`src/bpv_ram.sv`:
```
`default_nettype none
module bpv_ram #(
  parameter int WIDTH = 8,
  parameter int DEPTH = 16
) (
  input  wire logic                     clk,
  input  wire logic                     we,
  input  wire logic [$clog2(DEPTH)-1:0] waddr,
  input  wire logic [WIDTH-1:0]         wdata,
  input  wire logic [$clog2(DEPTH)-1:0] raddr,
  output logic      [WIDTH-1:0]         rdata
);

  logic [WIDTH-1:0] mem [DEPTH];

  always_ff @(posedge clk) begin
    if (we) begin
      mem[waddr] <= wdata;
    end
    rdata <= mem[raddr];
  end

endmodule
`default_nettype wire

```
`config.mk`:
```
export PLATFORM = sky130hd
export DESIGN_NAME = bpv_ram
export DESIGN_NICKNAME = d
export VERILOG_FILES = /design/src/bpv_ram.sv
export SDC_FILE = /design/constraint.sdc
export NUM_CORES = 1
export LEC_CHECK = 0
export BUFFER_PORTS_ARGS = -buffer_cell sky130_fd_sc_hd__buf_2
export CAP_MARGIN = 0
export CORE_MARGIN = 2
export CORE_UTILIZATION = 40
export DETAILED_ROUTE_END_ITERATION = 12
export GPL_TIMING_DRIVEN = 0
export RECOVER_POWER = 25
export SLEW_MARGIN = 20
export SYNTH_ARGS = -nofsm -noshare
export SYNTH_HDL_FRONTEND = slang
export SYNTH_SLANG_ARGS = --single-unit
```
`constraint.sdc`:
```
create_clock -name clk -period 2 [get_ports clk]
set_clock_uncertainty 0.1 [all_clocks]
set_input_delay 0 -clock clk [delete_from_list [all_inputs] [get_ports clk]]
set_output_delay 0 -clock clk [all_outputs]
set_load 0.005 [all_outputs]
```
==> flow_summary.toml <==
[run_status]
status = "finished, final reports clean"

[floorplanning]
io_pins = 26
dieArea_mm2 = 0.0138
die_h_um = 117
core_area_mm2 = 0.0126
fp.dieW_um = 117
start_util_pct = 41.0
fp-row-count = 41

[placed_design]
gp_congestion = 0.686
dpl_cell_area_mm2 = 0.00550
dpl_worst_slack_ns = 0.191
dpl.hpwl_um = 6110
port_buffers = 24

[setup_path]
r2r-end = "rdata[7]$_DFF_P_"
critPathRequiredTime_ns = 2.17
end_kind = "flop"
r2r_cells = 4
r2r_start = "mem[0][7]$_DFFE_PP_"
startpoint_type = "flop"
arrival_ns = 2.05
regToRegSetupSlack_ns = 0.12
crit_type = "reg2reg"
crit_fanout = 1

[routing]
vias_per_cell = 5.11
drc = 0
routed.top_layer = "met4"
drtPass1Iterations = 5
drtAntennaViolNets = 0
m1WireLength_um = 4280
dr_wl_met3_um = 530
drt-initial-drc-count = 165
wire_per_inst_um = 20.7
route.met2.wl_um = 4730
vias = 2390
wirelength_um = 9700

[timing]
final_hold_viol_count = 0
worst_slack_ns = 0.123
hold_ws_ns = 0.0193
setup_viol = 0
finalMaxSlewViolations = 0
worstMarginPinSlew_ns = 0.846
timing.final.crit_share_pct = 93.8
rsz0062_at_grt = "false"
clock.fmax_ghz = 0.533
timing.slew.headroom_pct = 43.4
post-route-min-period_ns = 1.88

[clock_tree]
cts-htree-levels = 4
path_clk_slew_ns = 0.06
cts-root-buf = "clkbuf_16"
numCtsBuffers = 17
hold_buffers = 11
post_cts_buffers = 0
cts_tree = "built"
cts_resized = 0
clock_sinks = 136
insertion_delay_ns = 0.41
clk_path_buf_depth = 2

[grt]
antenna_found_initial = 0
track_usage_pct = 15.3
overflow = 0
grt_pass1_vias = 2440
grt_max_degree = 17
grt_first_pass_wirelength_um = 14600

[yosys]
syn_area_mm2 = 0.00515
synth_ff_type = "edfxtp_1"
synth_nets = 247
yosysUniqueCellTypes = 19
syn_area_per_cell_um2 = 22.5
synthArstFlopShare_pct = 0
ys_seq_area_share_pct = 77.8
yosysWarnings = 0
ys_ff_latch = 136
syn_inst = 229
synth-edff-count = 128

[cells_and_area]
layout-drive-gt1-share_pct = 28.4
n_antenna_cell = 0
design_area_mm2 = 0.00624
nets = 301
syn_to_final_growth_pct = 21.3

[min_path]
hold_class = "in2reg"
worstHoldPathCells = 2
hold_end = "mem[8][1]$_DFFE_PP_"
hp-start = "waddr[0]"

[power]
p_per_area_mw_per_mm2 = 1090
power.total_mw = 6.80
ir_drop_v = 0.000719
p_leak_nw = 2.08

[run]
maxCapViolCount = 0
[area by class of cell]
| type | count | area, um^2 |
|---|---|---|
| plain buffers | 10 | 86.3 |
| fillers | 1037 | 6320 |
| repair buffers | 35 | 224 |
| well taps | 172 | 215 |
| clock inverters | 12 | 171 |
| multi-input cells | 83 | 1080 |
| flip-flops and latches | 136 | 4000 |
| clock buffers | 20 | 467 |
[flip-flops by register name, summed over array words and instances, names as in the netlist]
name / flops
rdata: 8
mem: 128
[cell usage after synthesis (3+ instances only)]
| library cell | instances | area share, % |
|---|---|---|
| edfxtp_1 | 128 | 75 |
| mux4_2 | 18 | 7.9 |
| a22oi_1 | 16 | 2.3 |
| mux4_1 | 14 | 7.1 |
| nor2_1 | 13 | 0.95 |
| nand2_1 | 9 | 0.66 |
| dfxtp_1 | 8 | 3.1 |
| nor3_1 | 4 | 0.39 |
| buf_2 | 3 | 0.29 |
| buf_6 | 3 | 0.66 |
| clkdlybuf4s25_2 | 3 | 0.58 |
[worst max-delay path: stages, from the launching register on]
cell and delay [ns]:
edfxtp_1 0.36, mux4_2 0.45, dlygate4sd3_1 0.57, a22oi_1 0.18, nand2_1 0.09
[through the flow]
stage	TNS (ns)	cells	utilization, %
2_1_floorplan	0	229	-
6_report	0	468	49.7
4_1_cts	0	468	49.7
5_1_grt	0	468	49.7
3_5_place_dp	0	425	43.8
3_3_place_gp	-1.58	425	43.6
[kinds of logic after synthesis]
| group | after synthesis | share of synthesized area [%] |
|---|---|---|
| buffers and inverters | 10 | 1.68 |
| AOI/OAI and AO/OA | 16 | 2.33 |
| DFF | 136 | 77.8 |
| muxes | 32 | 15.0 |
| and+or+nand+nor | 35 | 3.18 |
[where the power goes]
group          switching, mW  total, mW  internal [mW]
Sequential            0.0132       3.20           3.19
Combinational          0.179      0.319          0.139
Clock                   1.10       3.28           2.18
Total                   1.29       6.80           5.51
[how the worst max path moves through the flow]
stage / from / endpoint / slack [ns] / cells after the start
after floorplan: waddr[2] / mem[0][0]$_DFFE_PP_ / 0.41 / 2
after global placement: waddr[2] / mem[0][4]$_DFFE_PP_ / -0.20 / 3
after detailed placement: waddr[2] / mem[2][3]$_DFFE_PP_ / 0.19 / 3
after CTS: mem[0][7]$_DFFE_PP_ / rdata[7]$_DFF_P_ / 0.13 / 4
after global routing: mem[3][7]$_DFFE_PP_ / rdata[7]$_DFF_P_ / 0.08 / 4
final: mem[0][7]$_DFFE_PP_ / rdata[7]$_DFF_P_ / 0.12 / 4
[layout by cell type (no fill, tap or decap), types with 3 or more instances in the layout]
cell / instances
clkbuf_1: 5
buf_2: 22
clkbuf_8: 3
clkinvlp_4: 3
bufinv_16: 4
edfxtp_1: 128
clkdlybuf4s25_2: 3
buf_6: 3
nand2_1: 9
nor2_1: 13
a22oi_1: 16
nor3_2: 4
clkinv_2: 4
dfxtp_1: 8
mux4_2: 18
clkbuf_16: 17
dlygate4sd3_1: 11
mux4_1: 14
[routing by layer]
layer  global-route usage, %  up-vias
li1                        -     1083
met1                    19.8     1236
met2                    23.5       58
met3                    5.25       13
met4                    6.70        0
met5                       0        -
Note: power is estimated with default switching activity, not from simulation.
