`src/bpv_pkg.sv`:
```
`default_nettype none
package bpv_pkg;

  // Fixed field widths
  localparam int VAL_W   = 64;
  localparam int WIN_W   = 16;
  localparam int CMD_W   = 2;
  localparam int CFG_I_W = 1;

  // Defaults for the top-level parameters
  localparam int DEF_TABLE_ENTRIES = 64;
  localparam int DEF_COUNT_WIDTH   = 16;

  // Command codes
  localparam logic [CMD_W-1:0] CMD_VOTE    = 2'd0;
  localparam logic [CMD_W-1:0] CMD_ABSTAIN = 2'd1;
  localparam logic [CMD_W-1:0] CMD_DECIDE  = 2'd2;

  // Register indexes
  localparam logic [CFG_I_W-1:0] REG_CURRENT = 1'b0;
  localparam logic [CFG_I_W-1:0] REG_TARGET  = 1'b1;

  // Result of one pass through the shared value comparator
  typedef struct packed {
    logic in_range;
    logic key_hit;
    logic tgt_hit;
  } eval_t;

endpackage
`default_nettype wire

```
`src/bpv_eval.sv`:
```
`default_nettype none
module bpv_eval (
  input  wire logic [bpv_pkg::VAL_W-1:0] val,
  input  wire logic [bpv_pkg::VAL_W-1:0] key,
  input  wire logic [bpv_pkg::VAL_W-1:0] tgt,
  input  wire logic [bpv_pkg::VAL_W-1:0] lo,
  input  wire logic [bpv_pkg::VAL_W-1:0] hi,
  output bpv_pkg::eval_t                 res
);

  import bpv_pkg::*;

  // Range test, match against the vote being placed, match against target
  always_comb begin
    res.in_range = (val >= lo) && (val <= hi);
    res.key_hit  = (val == key);
    res.tgt_hit  = (val == tgt);
  end

endmodule
`default_nettype wire

```
`config.mk`:
```
export PLATFORM = sky130hd
export DESIGN_NAME = bpv_eval
export DESIGN_NICKNAME = d
export VERILOG_FILES = /design/src/bpv_pkg.sv /design/src/bpv_eval.sv
export SDC_FILE = /design/constraint.sdc
export NUM_CORES = 1
export LEC_CHECK = 0
export ABC_CLOCK_PERIOD_IN_PS = 1900
export BUFFER_PORTS_ARGS = -buffer_cell sky130_fd_sc_hd__buf_2
export CAP_MARGIN = 20
export CORE_AREA = 4 4 123 125
export DETAILED_ROUTE_END_ITERATION = 12
export DIE_AREA = 0 0 127 129
export GPL_ROUTABILITY_DRIVEN = 0
export PLACE_DENSITY_LB_ADDON = 0.3
export SYNTH_ARGS = -nofsm -noshare
export SYNTH_HDL_FRONTEND = slang
export SYNTH_SLANG_ARGS = --single-unit
```
`constraint.sdc`:
```
create_clock -name vclk -period 1.9
set_clock_uncertainty 0.05 [all_clocks]
set_input_delay 0.285 -clock vclk [all_inputs]
set_output_delay 0.285 -clock vclk [all_outputs]
set_load 0.01 [all_outputs]
```
==> metrics list <==
- Post-layout utilization of the core: 0.578
- Maximum frequency from static timing analysis: 409 MHz
* Worst-case setup margin in the final layout: -0.547 ns
- Total GRT Usage: 0.257
- Dominant cell type by area after synthesis: sky130_fd_sc_hd__ha_1
- The placed instances occupy a cell area of 7390 µm².
* Vias in the first global route: 6429
- Total power divided by cell area: 217 nW/µm²
- Nature of the critical path startpoint: input pin
* Compound-cell area share of the yosys netlist: 0.136
- The share of total power dissipated in combinational logic is 1.000.
* Number of optimization iterations in the first detailed-route pass: 4
- Summing over every cut layer, the via total after detailed routing is 6011.
* Synth-to-Final Area Change: 74.8%
* Count of clock-net buffers in the final layout: 0
- Drt first-iter violations: 180
* Hold WS: 1.07 ns
* Post-Syn Nets: 1071
* CP endpoint kind: output port
- Fraction of synthesized cell area taken by the top area cell type: 0.349
- Violated checks: negative setup slack
- The final-report hold violation count was 0.
* Internal: 886 µW
* Simple logic cell fraction of the synthesized area: 0.168
* Total of endpoints with negative setup slack in the final report: 3
- The number of antenna violations at the first check in global routing was 3.
- The average instance in the mapped netlist occupies 7.37 µm².
- Total power draw: 1740 µW
- Of the total power, the clock network draws 0.
* Relative max-transition margin: 0.750
* Overflow left after global routing: 0
* Post-layout net count: 1509
- Chip height: 129 µm
- The mapped netlist covers 4590 µm².
- In this run the worst path has a maximum fanout of 3.
- Net switching power: 851 µW
- The share of total power dissipated in sequential elements is 0.
- Row count: 43
- For this run, the register share of the synthesized area comes to 0.
* Quantity of hold-fixing buffers added after cts: 0
- Registers take 0 µm².
- Measured along the x axis, the die boundary spans 127 µm.
* Average wire per cell in the routed design: 18.2 µm
- In the routed layout, each cell is associated on average with a via count of 4.84.
- Post-route fraction of the period consumed by the critical path: 1.29
- Once layout is done, the placed cells without fillers occupy 8030 µm².
- Number of distinct library cell variants in the gate-level netlist after synthesis: 34
- Endpoint arrival time on the critical path: 2.11 ns
- Counting instances in the post-synthesis netlist gives the leading cell types as sky130_fd_sc_hd__ha_1, sky130_fd_sc_hd__xor2_1, sky130_fd_sc_hd__inv_1, sky130_fd_sc_hd__a21oi_1, sky130_fd_sc_hd__nor4_1.
* I/O pin count: 323
- Final wirelength: 22.6 mm
- Max cap viols: 0
- Peak supply drop: 0.104 mV
* Seq Cell Count: 0
- Of the total synthesized cell area, the portion taken by full adders, half adders and majority gates is 0.349.
- Share of final-layout standard cells stronger than drive strength 1: 0.485
* Die Area: 16400 µm²
* Starting utilization of the core area: 0.331
- The detail route stage leaves a number of antenna-violating nets equal to 0.
* Actual slew at the worst max-slew pin: 0.365 ns
* Portion of netlist area occupied by mux cells: 0
* Count of fill cells added during filler insertion: 1296
- Global-route wire length before repair: 32.8 mm
- Switching portion of total power: 0.490
- Final-report max-slew violation count: 0
- Final critical-path required period: 2.45 ns
- Result of the run: complete, but fails checks
- For this design the static power due to leakage is 0.00455 µW.
- The total area inside the core boundary comes to 13900 µm².
* Hold/Removal Path Class: in2out
- Ranked by total cell area, the synthesized netlist is headed by sky130_fd_sc_hd__ha_1, sky130_fd_sc_hd__xor2_1, sky130_fd_sc_hd__inv_1.
* Count of buffers from port buffering: 323
- Setup repair after global routing could not meet its margin everywhere.
* Largest net degree at the start of global routing: 5
- For this run, the number of Yosys warnings is 0.
- After synthesis, the largest family of logic cells by area is adder cells.
- Synth Area in XOR/XNOR: 0.244
- Type of the worst setup path: in2out
- Detailed-route DRC error count: 0
* Instance count of the mapped netlist: 623
- HPWL reported at the end of detailed placement: 20.7 mm
- Critical path data required time: 1.56 ns
[cell usage in the layout (no fill, tap or decap), types with 2 or more instances in the layout]
cell | synthesis | layout
sky130_fd_sc_hd__a211oi_1 | 7 | 6
sky130_fd_sc_hd__a21o_1 | 13 | 13
sky130_fd_sc_hd__a21oi_1 | 46 | 43
sky130_fd_sc_hd__a21oi_2 | 2 | 5
sky130_fd_sc_hd__a31oi_1 | 2 | 2
sky130_fd_sc_hd__and4_1 | 3 | 3
sky130_fd_sc_hd__buf_2 | 0 | 298
sky130_fd_sc_hd__buf_4 | 0 | 103
sky130_fd_sc_hd__buf_6 | 0 | 29
sky130_fd_sc_hd__buf_8 | 0 | 4
sky130_fd_sc_hd__diode_2 | 0 | 2
sky130_fd_sc_hd__ha_1 | 128 | 107
sky130_fd_sc_hd__ha_4 | 0 | 21
sky130_fd_sc_hd__inv_1 | 127 | 113
sky130_fd_sc_hd__inv_2 | 0 | 12
sky130_fd_sc_hd__nand2_1 | 30 | 30
sky130_fd_sc_hd__nand3_1 | 15 | 15
sky130_fd_sc_hd__nand4_1 | 28 | 28
sky130_fd_sc_hd__nor2_1 | 10 | 9
sky130_fd_sc_hd__nor2b_1 | 2 | 2
sky130_fd_sc_hd__nor3_1 | 10 | 8
sky130_fd_sc_hd__nor3_2 | 0 | 2
sky130_fd_sc_hd__nor4_1 | 36 | 19
sky130_fd_sc_hd__nor4_2 | 0 | 14
sky130_fd_sc_hd__nor4_4 | 0 | 3
sky130_fd_sc_hd__o211ai_1 | 2 | 2
sky130_fd_sc_hd__o21a_1 | 2 | 2
sky130_fd_sc_hd__o21ai_0 | 13 | 11
sky130_fd_sc_hd__o21ai_1 | 0 | 2
sky130_fd_sc_hd__o21bai_1 | 2 | 2
sky130_fd_sc_hd__or4_4 | 0 | 2
sky130_fd_sc_hd__or4b_4 | 0 | 2
sky130_fd_sc_hd__xor2_1 | 128 | 122
sky130_fd_sc_hd__xor2_2 | 0 | 6
[cell type report]
cell class	instances	area [µm²]	area share
Multi-Input combinational cell	496	4620	0.576
Timing Repair Buffer	436	2680	0.334
Inverter	127	492	0.0613
Tap cell	180	225	0.0281
Antenna cell	2	5.00	0.000624
[cell families (layout without fill, tap and decap cells)]
logic type	after synthesis	count (layout)
buffers and inverters	127	563
and+or+nand+nor	140	140
adders and majority gates	128	128
other	0	2
xor gates and xnor gates	128	128
AOI/OAI and AO/OA	100	100
[final timing paths]
kind | start | end | slack, ns | cells after the start
min | tgt[8] | res[0] | 1.07 | 6
max | val[29] | res[2] | -0.55 | 10
[layer usage]
layer	track usage	wire, µm	up-vias
li1	-	-	3050
met1	0.308	9090	2671
met2	0.483	11200	243
met3	0.0336	1540	45
met4	0.0669	788	2
met5	0	12	-
[worst max-delay path: stages]
cell and delay (ns):
sky130_fd_sc_hd__buf_6 0.11, sky130_fd_sc_hd__ha_4 0.26, sky130_fd_sc_hd__nand4_1 0.14, sky130_fd_sc_hd__buf_4 0.18, sky130_fd_sc_hd__nor4_4 0.27, sky130_fd_sc_hd__buf_4 0.15
sky130_fd_sc_hd__nand4_1 0.12, sky130_fd_sc_hd__o32ai_2 0.29, sky130_fd_sc_hd__a2bb2oi_2 0.16, sky130_fd_sc_hd__buf_4 0.15
[per-stage QoR]
stage	cells	setup WS, ns	TNS (ns)
2_1_floorplan	623	-0.158	-0.158
3_3_place_gp	1235	-0.643	-1.52
3_5_place_dp	1235	-0.688	-1.52
4_1_cts	1238	-0.552	-1.03
5_1_grt	1241	-0.629	-1.20
6_report	1241	-0.547	-1.02
[what timing repair did]
item	4_1_cts	5_1_grt
resized for setup	67	50
endpoints found under the setup margin	3	3
setup buffers	3	1
pin swaps	25	31
[power by group through the flow]
stage / Clock [µW] / Combinational (µW) / Sequential (µW)
finish: 0.000141 / 1740 / 0
global route: 0.000141 / 1930 / 0
CTS: 0 / 1660 / 0
detailed placement: 0 / 1560 / 0
global placement: 0 / 1540 / 0
floorplan: 0 / 679 / 0
No activity file was read; power rests on OpenSTA's default activity.
